--- src/rtl/core/lcar_pkg.sv ---
// ----------------------------------------------------------------------------
// lcar_pkg
// Shared types and constants for the load cell converter reader.
// ----------------------------------------------------------------------------
package lcar_pkg;

	// Converter sample and field widths
	localparam int SAMPLE_BITS = 24;
	localparam int COUNT_W     = 7;
	localparam int GAP_W       = 20;
	localparam int SCALE_W     = 24;
	localparam int AVG_W       = 24;
	localparam int UNITS_W     = 41;
	localparam int CFG_W       = 24;
	localparam int CFG_IDX_W   = 2;
	localparam int BITCNT_W    = 5;

	// Serial divider sizing: |diff| * 65536 fits in 40 bits
	localparam int DIV_DVD_W = 40;
	localparam int DIV_DVS_W = 24;
	localparam int FRAC_W    = 16;

	// Request opcodes
	localparam logic [1:0] OP_TICK    = 2'd0;
	localparam logic [1:0] OP_MEASURE = 2'd1;
	localparam logic [1:0] OP_TARE    = 2'd2;

	// Configuration register indexes
	localparam logic [CFG_IDX_W-1:0] CFG_COUNT = 2'd0;
	localparam logic [CFG_IDX_W-1:0] CFG_GAP   = 2'd1;
	localparam logic [CFG_IDX_W-1:0] CFG_SCALE = 2'd2;

	// Per-tick status from the conversion sequencer
	typedef struct packed {
		logic sck;
		logic busy;
		logic finish;
		logic tare;
	} lcar_tick_t;

endpackage

--- src/rtl/core/lcar_div.sv ---
// ----------------------------------------------------------------------------
// lcar_div
// Bit-serial restoring divider, one quotient bit per cycle.
// ----------------------------------------------------------------------------
module lcar_div #(
	parameter int DVD_W = 40,
	parameter int DVS_W = 24
) (
	input  logic             clk,
	input  logic             arst_n,
	input  logic             start,
	input  logic [DVD_W-1:0] dividend,
	input  logic [DVS_W-1:0] divisor,
	output logic             done,
	output logic [DVD_W-1:0] quotient
);

	localparam int CNT_W = $clog2(DVD_W + 1);

	logic             active_q;
	logic             done_q;
	logic [CNT_W-1:0] cnt_q;
	logic [DVD_W-1:0] quo_q;
	logic [DVS_W-1:0] rem_q;
	logic [DVS_W-1:0] dvs_q;

	logic [DVS_W:0]   trial;
	logic [DVS_W:0]   trial_sub;
	logic             qbit;
	logic [DVS_W-1:0] rem_d;

	// One restoring step: shift in next dividend bit, try subtract
	always_comb begin
		trial     = {rem_q, quo_q[DVD_W-1]};
		trial_sub = trial - {1'b0, dvs_q};
		qbit      = (trial >= {1'b0, dvs_q});
		rem_d     = qbit ? trial_sub[DVS_W-1:0] : trial[DVS_W-1:0];
	end

	// Control: step counter and done pulse
	always_ff @(posedge clk or negedge arst_n) begin
		if (!arst_n) begin
			active_q <= 1'b0;
			done_q   <= 1'b0;
			cnt_q    <= '0;
		end else begin
			done_q <= 1'b0;
			if (start) begin
				active_q <= 1'b1;
				cnt_q    <= CNT_W'(DVD_W);
			end else if (active_q) begin
				cnt_q <= cnt_q - CNT_W'(1);
				if (cnt_q == CNT_W'(1)) begin
					active_q <= 1'b0;
					done_q   <= 1'b1;
				end
			end
		end
	end

	// Datapath: dividend shifts out as quotient shifts in
	always_ff @(posedge clk) begin
		if (start) begin
			quo_q <= dividend;
			rem_q <= '0;
			dvs_q <= divisor;
		end else if (active_q) begin
			quo_q <= {quo_q[DVD_W-2:0], qbit};
			rem_q <= rem_d;
		end
	end

	assign done     = done_q;
	assign quotient = quo_q;

endmodule

--- src/rtl/core/lcar_conv.sv ---
// ----------------------------------------------------------------------------
// lcar_conv
// Tick sequencer: waits for data low, clocks 24 bits into a shift register,
// gives the gain pulse, accumulates samples and counts gap ticks.
// ----------------------------------------------------------------------------
module lcar_conv import lcar_pkg::*; #(
	parameter int MAX_SAMPLES = 64,
	parameter int CNT_W       = 7,
	parameter int SUM_W       = 31
) (
	input  logic               clk,
	input  logic               arst_n,
	input  logic               step,
	input  logic [1:0]         opcode,
	input  logic               dout_level,
	input  logic [COUNT_W-1:0] sample_count,
	input  logic [GAP_W-1:0]   sample_gap_ticks,
	output lcar_tick_t         tick,
	output logic [SUM_W-1:0]   sum_next,
	output logic [CNT_W-1:0]   count_next
);

	localparam logic [2:0] PH_IDLE = 3'd0;
	localparam logic [2:0] PH_WAIT = 3'd1;
	localparam logic [2:0] PH_HIGH = 3'd2;
	localparam logic [2:0] PH_LOW  = 3'd3;
	localparam logic [2:0] PH_GAIN = 3'd4;
	localparam logic [2:0] PH_GAP  = 3'd5;

	logic [2:0]             phase_q, phase_d;
	logic [BITCNT_W-1:0]    bit_q, bit_d;
	logic [SAMPLE_BITS-1:0] shift_q, shift_d;
	logic [CNT_W-1:0]       cnt_q, cnt_d;
	logic [GAP_W-1:0]       gap_q, gap_d;
	logic [SUM_W-1:0]       sum_q, sum_d;
	logic                   tare_q, tare_d;

	logic [CNT_W-1:0]       eff_count;
	logic [SUM_W-1:0]       sample_ext;
	logic [SUM_W-1:0]       sum_add;
	logic [CNT_W-1:0]       cnt_inc;
	logic                   sck;
	logic                   finish;

	// Clamp the requested sample count to 1..MAX_SAMPLES
	always_comb begin
		if (sample_count == '0) begin
			eff_count = CNT_W'(1);
		end else if (32'(sample_count) > 32'(MAX_SAMPLES)) begin
			eff_count = CNT_W'(MAX_SAMPLES);
		end else begin
			eff_count = CNT_W'(sample_count);
		end
	end

	assign sample_ext = {{(SUM_W-SAMPLE_BITS){shift_q[SAMPLE_BITS-1]}}, shift_q};
	assign sum_add    = sum_q + sample_ext;
	assign cnt_inc    = cnt_q + CNT_W'(1);

	// Next-state logic for one tick
	always_comb begin
		phase_d = phase_q;
		bit_d   = bit_q;
		shift_d = shift_q;
		cnt_d   = cnt_q;
		gap_d   = gap_q;
		sum_d   = sum_q;
		tare_d  = tare_q;
		sck     = 1'b0;
		finish  = 1'b0;
		case (phase_q)
			PH_IDLE: begin
				if (opcode inside {OP_MEASURE, OP_TARE}) begin
					tare_d  = (opcode == OP_TARE);
					cnt_d   = '0;
					sum_d   = '0;
					bit_d   = '0;
					shift_d = '0;
					gap_d   = '0;
					phase_d = PH_WAIT;
				end
			end
			PH_WAIT: begin
				// data low means a conversion is ready
				if (!dout_level) begin
					bit_d   = '0;
					shift_d = '0;
					sck     = 1'b1;
					phase_d = PH_HIGH;
				end
			end
			PH_HIGH: begin
				shift_d = {shift_q[SAMPLE_BITS-2:0], dout_level};
				bit_d   = bit_q + BITCNT_W'(1);
				phase_d = PH_LOW;
			end
			PH_LOW: begin
				sck     = 1'b1;
				phase_d = (bit_q < BITCNT_W'(SAMPLE_BITS)) ? PH_HIGH : PH_GAIN;
			end
			PH_GAIN: begin
				sum_d = sum_add;
				cnt_d = cnt_inc;
				if (cnt_inc >= eff_count) begin
					finish  = 1'b1;
					phase_d = PH_IDLE;
				end else if (sample_gap_ticks == '0) begin
					phase_d = PH_WAIT;
				end else begin
					gap_d   = sample_gap_ticks;
					phase_d = PH_GAP;
				end
			end
			PH_GAP: begin
				if (gap_q <= GAP_W'(1)) begin
					gap_d   = '0;
					phase_d = PH_WAIT;
				end else begin
					gap_d = gap_q - GAP_W'(1);
				end
			end
			default: begin
				phase_d = PH_IDLE;
			end
		endcase
	end

	always_ff @(posedge clk or negedge arst_n) begin
		if (!arst_n) begin
			phase_q <= PH_IDLE;
			bit_q   <= '0;
			shift_q <= '0;
			cnt_q   <= '0;
			gap_q   <= '0;
			sum_q   <= '0;
			tare_q  <= 1'b0;
		end else if (step) begin
			phase_q <= phase_d;
			bit_q   <= bit_d;
			shift_q <= shift_d;
			cnt_q   <= cnt_d;
			gap_q   <= gap_d;
			sum_q   <= sum_d;
			tare_q  <= tare_d;
		end
	end

	assign tick.sck    = sck;
	assign tick.busy   = (phase_d != PH_IDLE);
	assign tick.finish = finish;
	assign tick.tare   = tare_q;
	assign sum_next    = sum_add;
	assign count_next  = cnt_inc;

endmodule

--- src/rtl/core/load_cell_adc_reader_top.sv ---
// ----------------------------------------------------------------------------
// load_cell_adc_reader_top
// Tick-driven reader for a 24-bit load cell converter with averaging, tare
// and scaling to Q.8 units.
// ----------------------------------------------------------------------------
//
//  Channel  Handshake             Payload
//  -------  --------------------  ---------------------------------------------
//  in       in_valid / in_stall   opcode, dout_level
//  out      out_valid / out_stall sck_level, busy_res, result_valid,
//                                 result_kind, average_raw, units_q8
//  cfg      cfg_valid / cfg_ready cfg_index, cfg_data
//
//  An ordinary tick is staged on acceptance and reaches the output register
//  from the hold state once the output is free. The tick that ends a job
//  runs the shared 40-step serial divider first: once for a tare (average
//  only), twice for a measure (average, then scaling).
//  Input is stalled from acceptance until its result is loaded; the output
//  register lets the next tick enter while a result waits downstream.
//  Reset clears the sequencers, tare offset and output valid, and sets the
//  configuration registers to defaults.
module load_cell_adc_reader_top import lcar_pkg::*; #(
	parameter int MAX_SAMPLES = 64
) (
	input  logic                      clk,
	input  logic                      arst_n,
	input  logic                      in_valid,
	output logic                      in_stall,
	input  logic [1:0]                opcode,
	input  logic                      dout_level,
	output logic                      out_valid,
	input  logic                      out_stall,
	output logic                      sck_level,
	output logic                      busy_res,
	output logic                      result_valid,
	output logic                      result_kind,
	output logic signed [AVG_W-1:0]   average_raw,
	output logic signed [UNITS_W-1:0] units_q8,
	input  logic                      cfg_valid,
	output logic                      cfg_ready,
	input  logic [CFG_IDX_W-1:0]      cfg_index,
	input  logic [CFG_W-1:0]          cfg_data
);

	localparam int CNT_W = $clog2(MAX_SAMPLES + 1);
	localparam int SUM_W = SAMPLE_BITS + CNT_W;

	localparam logic [2:0] ST_READY = 3'd0;
	localparam logic [2:0] ST_LDA   = 3'd1;
	localparam logic [2:0] ST_DIVA  = 3'd2;
	localparam logic [2:0] ST_LDU   = 3'd3;
	localparam logic [2:0] ST_DIVU  = 3'd4;
	localparam logic [2:0] ST_HOLD  = 3'd5;

	logic [2:0]               st_q;
	logic                     accept;

	logic [COUNT_W-1:0]       cfg_count_q;
	logic [GAP_W-1:0]         cfg_gap_q;
	logic [SCALE_W-1:0]       cfg_scale_q;
	logic [AVG_W-1:0]         tare_offset_q;

	lcar_tick_t               tick;
	logic [SUM_W-1:0]         sum_next;
	logic [CNT_W-1:0]         count_next;

	logic [SUM_W-1:0]         sum_s1;
	logic [CNT_W-1:0]         cnt_s1;
	logic                     neg_q;

	logic                     res_sck_q;
	logic                     res_busy_q;
	logic                     res_valid_q;
	logic                     res_kind_q;
	logic [AVG_W-1:0]         res_avg_q;
	logic [UNITS_W-1:0]       res_units_q;

	logic                     out_valid_q;
	logic                     out_sck_q;
	logic                     out_busy_q;
	logic                     out_rvalid_q;
	logic                     out_kind_q;
	logic [AVG_W-1:0]         out_avg_q;
	logic [UNITS_W-1:0]       out_units_q;

	logic                     div_start;
	logic [DIV_DVD_W-1:0]     div_dvd;
	logic [DIV_DVS_W-1:0]     div_dvs;
	logic                     div_done;
	logic [DIV_DVD_W-1:0]     div_quo;

	logic [SUM_W-1:0]         sum_mag;
	logic [AVG_W:0]           diff;
	logic [AVG_W:0]           diff_mag;
	logic [AVG_W-1:0]         avg_val;
	logic [UNITS_W-1:0]       units_val;
	logic                     out_free;

	assign accept   = in_valid && !in_stall;
	assign in_stall = (st_q != ST_READY);
	assign out_free = !out_valid_q || !out_stall;

	// Configuration registers
	assign cfg_ready = 1'b1;

	always_ff @(posedge clk or negedge arst_n) begin
		if (!arst_n) begin
			cfg_count_q <= COUNT_W'(1);
			cfg_gap_q   <= GAP_W'(10000);
			cfg_scale_q <= SCALE_W'(256);
		end else if (cfg_valid && cfg_ready) begin
			case (cfg_index)
				CFG_COUNT: cfg_count_q <= cfg_data[COUNT_W-1:0];
				CFG_GAP:   cfg_gap_q   <= cfg_data[GAP_W-1:0];
				CFG_SCALE: cfg_scale_q <= cfg_data[SCALE_W-1:0];
				default: begin
				end
			endcase
		end
	end

	// Conversion sequencer
	lcar_conv #(
		.MAX_SAMPLES (MAX_SAMPLES),
		.CNT_W       (CNT_W),
		.SUM_W       (SUM_W)
	) u_conv (
		.clk              (clk),
		.arst_n           (arst_n),
		.step             (accept),
		.opcode           (opcode),
		.dout_level       (dout_level),
		.sample_count     (cfg_count_q),
		.sample_gap_ticks (cfg_gap_q),
		.tick             (tick),
		.sum_next         (sum_next),
		.count_next       (count_next)
	);

	// Divider operand selection: average first, then scaled difference
	always_comb begin
		sum_mag  = sum_s1[SUM_W-1] ? (-sum_s1) : sum_s1;
		diff     = {res_avg_q[AVG_W-1], res_avg_q} - {tare_offset_q[AVG_W-1], tare_offset_q};
		diff_mag = diff[AVG_W] ? (-diff) : diff;
		avg_val  = neg_q ? (-div_quo[AVG_W-1:0]) : div_quo[AVG_W-1:0];
		units_val = neg_q ? (-{1'b0, div_quo}) : {1'b0, div_quo};
		div_start = 1'b0;
		div_dvd   = DIV_DVD_W'(sum_mag);
		div_dvs   = DIV_DVS_W'(cnt_s1);
		if (st_q == ST_LDA) begin
			div_start = 1'b1;
		end else if (st_q == ST_LDU) begin
			div_start = 1'b1;
			div_dvd   = {diff_mag[AVG_W-1:0], {FRAC_W{1'b0}}};
			div_dvs   = (cfg_scale_q == '0) ? DIV_DVS_W'(1) : cfg_scale_q;
		end
	end

	lcar_div #(
		.DVD_W (DIV_DVD_W),
		.DVS_W (DIV_DVS_W)
	) u_div (
		.clk      (clk),
		.arst_n   (arst_n),
		.start    (div_start),
		.dividend (div_dvd),
		.divisor  (div_dvs),
		.done     (div_done),
		.quotient (div_quo)
	);

	// Job control sequencer
	always_ff @(posedge clk or negedge arst_n) begin
		if (!arst_n) begin
			st_q          <= ST_READY;
			tare_offset_q <= '0;
		end else begin
			case (st_q)
				ST_READY: begin
					if (accept) begin
						st_q <= tick.finish ? ST_LDA : ST_HOLD;
					end
				end
				ST_LDA: begin
					st_q <= ST_DIVA;
				end
				ST_DIVA: begin
					if (div_done) begin
						if (res_kind_q) begin
							tare_offset_q <= avg_val;
							st_q          <= ST_HOLD;
						end else begin
							st_q <= ST_LDU;
						end
					end
				end
				ST_LDU: begin
					st_q <= ST_DIVU;
				end
				ST_DIVU: begin
					if (div_done) begin
						st_q <= ST_HOLD;
					end
				end
				ST_HOLD: begin
					if (out_free) begin
						st_q <= ST_READY;
					end
				end
				default: begin
					st_q <= ST_READY;
				end
			endcase
		end
	end

	// Result staging
	always_ff @(posedge clk) begin
		if (accept) begin
			res_sck_q   <= tick.sck;
			res_busy_q  <= tick.busy;
			res_valid_q <= tick.finish;
			res_kind_q  <= tick.finish && tick.tare;
			res_avg_q   <= '0;
			res_units_q <= '0;
			sum_s1      <= sum_next;
			cnt_s1      <= count_next;
		end
		if (st_q == ST_LDA) begin
			neg_q <= sum_s1[SUM_W-1];
		end else if (st_q == ST_LDU) begin
			neg_q <= diff[AVG_W];
		end
		if (st_q == ST_DIVA && div_done) begin
			res_avg_q <= avg_val;
		end
		if (st_q == ST_DIVU && div_done) begin
			res_units_q <= units_val;
		end
	end

	// Output register
	always_ff @(posedge clk or negedge arst_n) begin
		if (!arst_n) begin
			out_valid_q <= 1'b0;
		end else if (st_q == ST_HOLD && out_free) begin
			out_valid_q <= 1'b1;
		end else if (out_valid_q && !out_stall) begin
			out_valid_q <= 1'b0;
		end
	end

	always_ff @(posedge clk) begin
		if (st_q == ST_HOLD && out_free) begin
			out_sck_q    <= res_sck_q;
			out_busy_q   <= res_busy_q;
			out_rvalid_q <= res_valid_q;
			out_kind_q   <= res_kind_q;
			out_avg_q    <= res_avg_q;
			out_units_q  <= res_units_q;
		end
	end

	assign out_valid    = out_valid_q;
	assign sck_level    = out_sck_q;
	assign busy_res     = out_busy_q;
	assign result_valid = out_rvalid_q;
	assign result_kind  = out_kind_q;
	assign average_raw  = $signed(out_avg_q);
	assign units_q8     = $signed(out_units_q);

	// Checks
	a_div_done_in_div: assert property (@(posedge clk) disable iff (!arst_n)
		div_done |-> (st_q == ST_DIVA || st_q == ST_DIVU))
		else $error("divider finished outside a divide state");

	a_finish_starts_div: assert property (@(posedge clk) disable iff (!arst_n)
		(accept && tick.finish) |=> (st_q == ST_LDA))
		else $error("finishing tick did not start the average divide");

	a_done_not_busy: assert property (@(posedge clk) disable iff (!arst_n)
		(out_valid_q && out_rvalid_q) |-> !out_busy_q)
		else $error("finished job reported as still busy");

endmodule
--- config.mk ---
export PLATFORM = sky130hd
export DESIGN_NAME = load_cell_adc_reader_top
export DESIGN_NICKNAME = d
export VERILOG_FILES = /design/src/rtl/core/lcar_pkg.sv /design/src/rtl/core/lcar_div.sv /design/src/rtl/core/lcar_conv.sv /design/src/rtl/core/load_cell_adc_reader_top.sv
export SDC_FILE = /design/constraint.sdc
export NUM_CORES = 1
export LEC_CHECK = 0
export CORE_ASPECT_RATIO = 0.8
export CORE_UTILIZATION = 61
export CTS_CLUSTER_SIZE = 28
export DETAILED_ROUTE_END_ITERATION = 10
export DONT_BUFFER_PORTS = 1
export PLACE_DENSITY = 0.77
export SLEW_MARGIN = 20
export SYNTH_ARGS = -nofsm -noshare
export SYNTH_HDL_FRONTEND = slang
export SYNTH_SLANG_ARGS = --single-unit
export TNS_END_PERCENT = 30
--- constraint.sdc ---
create_clock -name clk -period 10 [get_ports clk]
set_input_delay 0 -clock clk [delete_from_list [all_inputs] [get_ports clk]]
set_output_delay 0 -clock clk [all_outputs]
set_load 0.05 [all_outputs]
Yosys cells after proc, flatten, opt, wreduce, memory -nomap -nowiden
Cells that the tools add are included.
{"block": "classes", "order_cmp": 5, "muxes": 65, "bitwise": 1, "reduce_logical": 37, "n_eq_ne": 23, "add_sub_neg": 11}
{"operator": "2-to-1 mux 24 bit", "count": 7}
{"operator": "2-to-1 mux 40 bit", "count": 4}
{"operator": "2-to-1 mux 41 bit", "count": 3}
{"operator": "2-to-1 mux 20 bit", "count": 4}
{"operator": "case mux 24 bit (3 select lines)", "count": 1}
{"operator": "2-to-1 mux 31 bit", "count": 2}
{"operator": "case mux 31 bit (2 select lines)", "count": 1}
{"operator": "case mux 20 bit (3 select lines)", "count": 1}
{"operator": "negator 24 bit", "count": 2}
{"operator": "2-to-1 mux 7 bit", "count": 6}
{"operator": "negator 40 -> 41 bit", "count": 1}
{"operator": "2-to-1 mux 3 bit", "count": 12}
{"operator": "case mux 3 bit (6 select lines)", "count": 2}
{"operator": "adder 31 bit", "count": 1}
{"operator": "negator 31 bit", "count": 1}
{"operator": "greater-or-equal comparator 25 x 24 -> 1 bit", "count": 1}
{"operator": "subtractor 24 x 24 -> 25 bit", "count": 1}
{"operator": "zero test 24 bit", "count": 1}
{"operator": "subtractor 24 bit", "count": 1}
{"operator": "less-or-equal comparator 20 x 1 -> 1 bit, second input constant", "count": 1}
{"operator": "zero test 20 bit", "count": 1}
{"operator": "subtractor 20 x 1 -> 20 bit, second input constant", "count": 1}
{"operator": "2-to-1 mux 1 bit", "count": 15}
{"operator": "case mux 5 bit (3 select lines)", "count": 1}
{"operator": "32 further kinds", "count": 71}
{"block": "word_totals", "output_inout_bits": 72, "regBits": 443}

Longest topological paths before layout
{"block": "depth", "ltp_word": 9, "ltp_mapped": 16, "ltp_nobuf": 14}

Hierarchy
From an unflattened synthesis, not the netlist that was laid out.
{"block": "hier_totals", "hier_cells": 2396, "hier_area_um2": 24618.6}
{"mod": "load_cell_adc_reader_top", "seq_area_each_um2": 7300.8, "cells_each": 1166, "area_per_inst_um2": 13028.7, "n_inst": 1}
{"mod": "lcar_conv", "seq_area_each_um2": 2277.2, "cells_each": 717, "area_per_inst_um2": 6102.1, "n_inst": 1}
{"mod": "lcar_div", "seq_area_each_um2": 2602.5, "cells_each": 513, "area_per_inst_um2": 5487.8, "n_inst": 1}

Least setup slack after synthesis
No wires, ideal clock.
{"block": "synth_path", "kind": "reg-to-reg", "from": "register st_q[1]", "to": "register out_avg_q[0], in the netlist average_raw[0], enable pin", "arrival_time_ps": 4378, "path_slack_ps": 5102, "n_path_buf": 1, "path_stages_with_launch": 5, "cell_sequence": "dfrtp_1 -> clkbuf_1 -> nand2b_1 -> or2_2 -> a21oi_1"}
{"block": "synth_via", "elab_chain_cells": 2}
{"item": "start, declared", "line": "load_cell_adc_reader_top.sv:55", "rtl": "logic [2:0] st_q;"}
{"item": "start signal, assigned", "line": "load_cell_adc_reader_top.sv:181", "rtl": "st_q <= tick.finish ? ST_LDA : ST_HOLD;"}
{"item": "equality test 3 bit", "line": "load_cell_adc_reader_top.sv:254", "rtl": "if (st_q == ST_HOLD && out_free) begin"}
{"item": "logical AND 1 bit", "line": "load_cell_adc_reader_top.sv:254"}
{"item": "end signal, assigned", "line": "load_cell_adc_reader_top.sv:259", "rtl": "out_avg_q <= res_avg_q;"}
{"item": "end, declared", "line": "load_cell_adc_reader_top.sv:83", "rtl": "logic [AVG_W-1:0] out_avg_q;"}
No other way between the ends.
A chain may end at the register's enable or synchronous reset.

Worst setup path after layout
{"block": "layout_path", "from": "register u_div.quo_q[2], in the netlist u_div.quotient[2]", "to": "register res_units_q[39] (data pin)"}
{"block": "layout_via", "elab_chain_cells": 3}
{"item": "start, declared", "line": "lcar_div.sv:23", "rtl": "logic [DVD_W-1:0] quo_q;"}
{"item": "start signal, assigned", "line": "lcar_div.sv:64", "rtl": "quo_q <= dividend;"}
{"item": "start signal, assigned", "line": "lcar_div.sv:68", "rtl": "quo_q <= {quo_q[DVD_W-2:0], qbit};"}
{"item": "negator 40 -> 41 bit", "line": "load_cell_adc_reader_top.sv:146", "rtl": "units_val = neg_q ? (-{1'b0, div_quo}) : {1'b0, div_quo};"}
{"item": "2-to-1 mux 41 bit", "line": "load_cell_adc_reader_top.sv:146"}
{"item": "2-to-1 mux 41 bit", "line": "load_cell_adc_reader_top.sv:237", "rtl": "if (st_q == ST_DIVU && div_done) begin"}
{"item": "end signal, assigned", "line": "load_cell_adc_reader_top.sv:238", "rtl": "res_units_q <= units_val;"}
{"item": "end, declared", "line": "load_cell_adc_reader_top.sv:76", "rtl": "logic [UNITS_W-1:0] res_units_q;"}
No other way between the ends.

==> results by group <==
Status
  – Status: finished with violations
  – Failing checks: DRC

Placed design
  – Post-DP HPWL: 38100 µm
  – GPL Wtd Cong: 0.946
  – Dpl cell area: 0.0237 mm²
  – PortBufs: 0

Logic synthesis
  – Synthesis warning total: 0
  – Synth Instances: 2215
  – Seq cells post-synth: 443
  – Post-synth EDFFs: 241
  – Post-synth cell types: 85
  – Top_reg_cell synth: edfxtp_1
  – Register area share after synthesis: 0.525
  – Post-synthesis average cell area: 10.5 µm²
  – Async SR Flop Fraction: 0.402
  – Netlist Area Pre-Place: 0.0232 mm²
  – Syn nets: 2347

CTS
  – Clock sinks: 443
  – TritonCTS clock tree: built
  – Root buf cell: clkbuf_16
  – Resized Gates After CTS: 0
  – Num CTS Buffers: 44
  – CTS H-tree lvls: 2
  – CTS max path bufs: 3
  – Clock Latency Late Sink: 0.57 ns
  – Clock transition at the registers of the reported paths: 0.06 ns

Die
  – Full die area: 0.0388 mm²
  – Starting Density: 0.622
  – Core area: 0.0373 mm²
  – Die Wd: 220 µm
  – Die height: 176 µm
  – # IOs: 106
  – Row count: 63

STA
  – RSZ-0062 raised after global routing: no
  – Pins Over Slew Limit: 0
  – Endpoints failing setup: 0
  – Tmin final: 4.09 ns
  – Setup Total Neg Slack: 0 ns
  – Min Hold Slack: 0.0348 ns
  – Worst Tran Pin Value: 1.18 ns
  – Headroom to the max-slew limit: 0.216
  – Clock skew: 0.0202 ns
  – Max Clk Rate: 0.245 GHz
  – Final hold vios: 0
  – Period Utilization, post-route: 0.409

Detailed routing
  – 1st-iter DRT viols: 1443
  – Via count: 17000
  – Post-Route WL: 55200 µm
  – Wire per inst: 20.1 µm
  – Remaining DRCs: 8
  – Antenna Nets Post-Route: 0
  – DRT Pass-1 Iters: 9
  – Vias per cell: 6.17

Pwr
  – Worst vdd ir: 0.185 mV
  – Pwr dens: 282 mW/mm²
  – Pleak: 10.5 nW
  – Final Power: 0.00719 W

Setup path
  – Crit path from: u_div.quotient[2]
  – Critical path depth: 9
  – Flop-to-flop setup slack: 5.91 ns
  – Critical path type: register to register
  – Worst-case reg-to-reg path depth: 9
  – Highest net fanout along the worst path: 5
  – R2R Path Start: u_div.quotient[2]
  – Buffer and inverter count on the worst path: 0
  – End of the critical path: res_units_q[39]
  – Top delay family on crit path: simple AND/OR/NAND/NOR gates
  – Reg-to-reg endpoint: res_units_q[39]
  – Worst path max stage delay: 0.71 ns
  – Req. time, crit path: 10.28 ns
  – Worst endpoint data arrival time: 4.37 ns
  – Worst path cell trace: or4_1 > nor3_1 > nand3_1 > or3_1 > o31ai_1 > nand2_1 > a21oi_1 > xnor2_1 > nor2_1
  – Startpoint Class: register
  – Slowest cell on the critical path: o31ai_1
  – Crit path capture type: register

GRT
  – Global-route wire length before repair: 88800 µm
  – Global-route usage over all layers: 0.289
  – Largest net degree at the start of global routing: 179
  – Initial antenna violation count: 1
  – Grt total ovfl: 0
  – Number of global-route vias before repair: 16500

Cells and area
  – # nets final: 2357
  – Most frequent cells in the layout: edfxtp_1 (241), nand2_1 (205), nor2_1 (205), dfrtp_1 (171), o21ai_0 (137)
  – Layout cells sized above 1: 0.0819
  – Finished Cell Area: 0.0255 mm²
  – Area growth, synth to finish: 9.83%
  – Commonest non-fill, non-tap cell in the layout: edfxtp_1
  – Post-layout util: 0.683

Run
  – Max-Cap Viols: 0

Worst hold path
  – Hold Crit Class: primary input to asynchronous set/reset pin
-- worst min path at each step --
stage,startpoint,to,slack (ns),cells past startpoint
2_1_floorplan,arst_n,cfg_count_q[1],-0.30,0
3_3_place_gp,arst_n,u_conv.sum_q[28],-0.28,0
3_5_place_dp,arst_n,u_conv.sum_q[28],-0.28,0
4_1_cts,opcode[0],u_conv.tare_q,0.08,5
5_1_grt,cfg_data[20],cfg_scale_q[20],0.12,2
6_report,arst_n,u_conv.sum_q[26],0.03,2
-- synth_stat cells (7+ instances only) --
| library cell | instances | area share |
|---|---|---|
| a211oi_1 | 22 | 0.0071 |
| a21boi_0 | 7 | 0.0023 |
| a21o_1 | 42 | 0.014 |
| a21oi_1 | 132 | 0.028 |
| a22o_1 | 37 | 0.014 |
| a22oi_1 | 7 | 0.0023 |
| a31oi_1 | 18 | 0.0049 |
| a32oi_1 | 10 | 0.0038 |
| and2_1 | 17 | 0.0046 |
| and3_1 | 20 | 0.0054 |
| clkbuf_1 | 88 | 0.014 |
| dfrtp_1 | 171 | 0.18 |
| dfstp_2 | 7 | 0.0079 |
| dfxtp_1 | 24 | 0.021 |
| edfxtp_1 | 241 | 0.31 |
| ha_1 | 95 | 0.051 |
| inv_1 | 105 | 0.017 |
| mux2_2 | 56 | 0.027 |
| mux2i_1 | 25 | 0.011 |
| nand2_1 | 207 | 0.033 |
| nand2b_1 | 19 | 0.0051 |
| nand3_1 | 61 | 0.013 |
| nand4_1 | 15 | 0.0040 |
| nor2_1 | 207 | 0.033 |
| nor2b_1 | 14 | 0.0038 |
| nor3_1 | 35 | 0.0076 |
| nor4_1 | 25 | 0.0067 |
| o211ai_1 | 8 | 0.0026 |
| o21a_1 | 16 | 0.0052 |
| o21ai_0 | 137 | 0.030 |
| o21ai_1 | 15 | 0.0032 |
| o21bai_1 | 10 | 0.0032 |
| o31ai_1 | 28 | 0.0091 |
| o41ai_1 | 8 | 0.0030 |
| or2_2 | 8 | 0.0022 |
| or3_1 | 29 | 0.0078 |
| or4_1 | 7 | 0.0023 |
| xnor2_1 | 70 | 0.026 |
| xor2_1 | 80 | 0.030 |
-- metrics by stage --
stage | setup slack, ns | cells
floorplan | 5.10 | 2215
global placement | 6.07 | 2629
detailed placement | 5.99 | 2629
CTS | 5.99 | 2745
global route | 5.50 | 2748
finish | 5.91 | 2748
-- power breakdown --
part	switching, W	total [W]	leakage [nW]	internal [W]
combinational	0.00154	0.00247	5.00	0.000930
sequential	0.000571	0.00307	4.85	0.00250
clock	0.000702	0.00165	0.698	0.000946
-- layout make-up --
type	count	area, µm²
repair buffers	57	557
diodes	1	2.50
fillers	2698	11800
multi-input cells	1572	10300
clock buffers	63	1240
clock inverters	18	175
flip-flops and latches	443	12200
inverters	107	402
well taps	487	609
-- sequential cells by signal, indices dropped and copies added, names as in the netlist, 31 cells and up --
register        cells
res_units_q        41
units_q8           41
sum_s1             31
u_conv.sum_q       31
u_div.quotient     40
-- per-layer routing --
layer  routed length, µm  GRT usage  part of all wire  vias up
met5                   0          0                 0        -
met3                2740     0.0389             0.050      102
met2               26900      0.483              0.49      474
li1                    -          -                 -     8060
met4                1630     0.0922             0.029        0
met1               23900      0.389              0.43     8326
-- worst reg2reg max path: stages, from the launching register on --
cell and delay [ns]:
edfxtp_1 0.48, or4_1 0.63, nor3_1 0.27, nand3_1 0.18
or3_1 0.40, o31ai_1 0.71, nand2_1 0.26, a21oi_1 0.45
xnor2_1 0.33, nor2_1 0.10
-- cell families (layout without fill, tap and decap cells) --
family,count (synthesis),in the layout,synth area share
AO/OA/AOI/OAI,547,547,0.151
multiplexers,81,81,0.0380
adder cells (fa/ha/maj),98,98,0.0538
AND/OR/NAND/NOR,695,695,0.142
flip-flops,443,443,0.525
other,1,2,0.000162
buffers and inverters,200,245,0.0326
XOR/XNOR,150,150,0.0566
-- timing repair --
| action | in CTS | in global routing |
|---|---|---|
| hold endpoints to repair | 237 | 0 |
| buffers inserted | 0 | 0 |
| hold buffers | 35 | 0 |
Note: power is estimated with default switching activity, not from simulation.
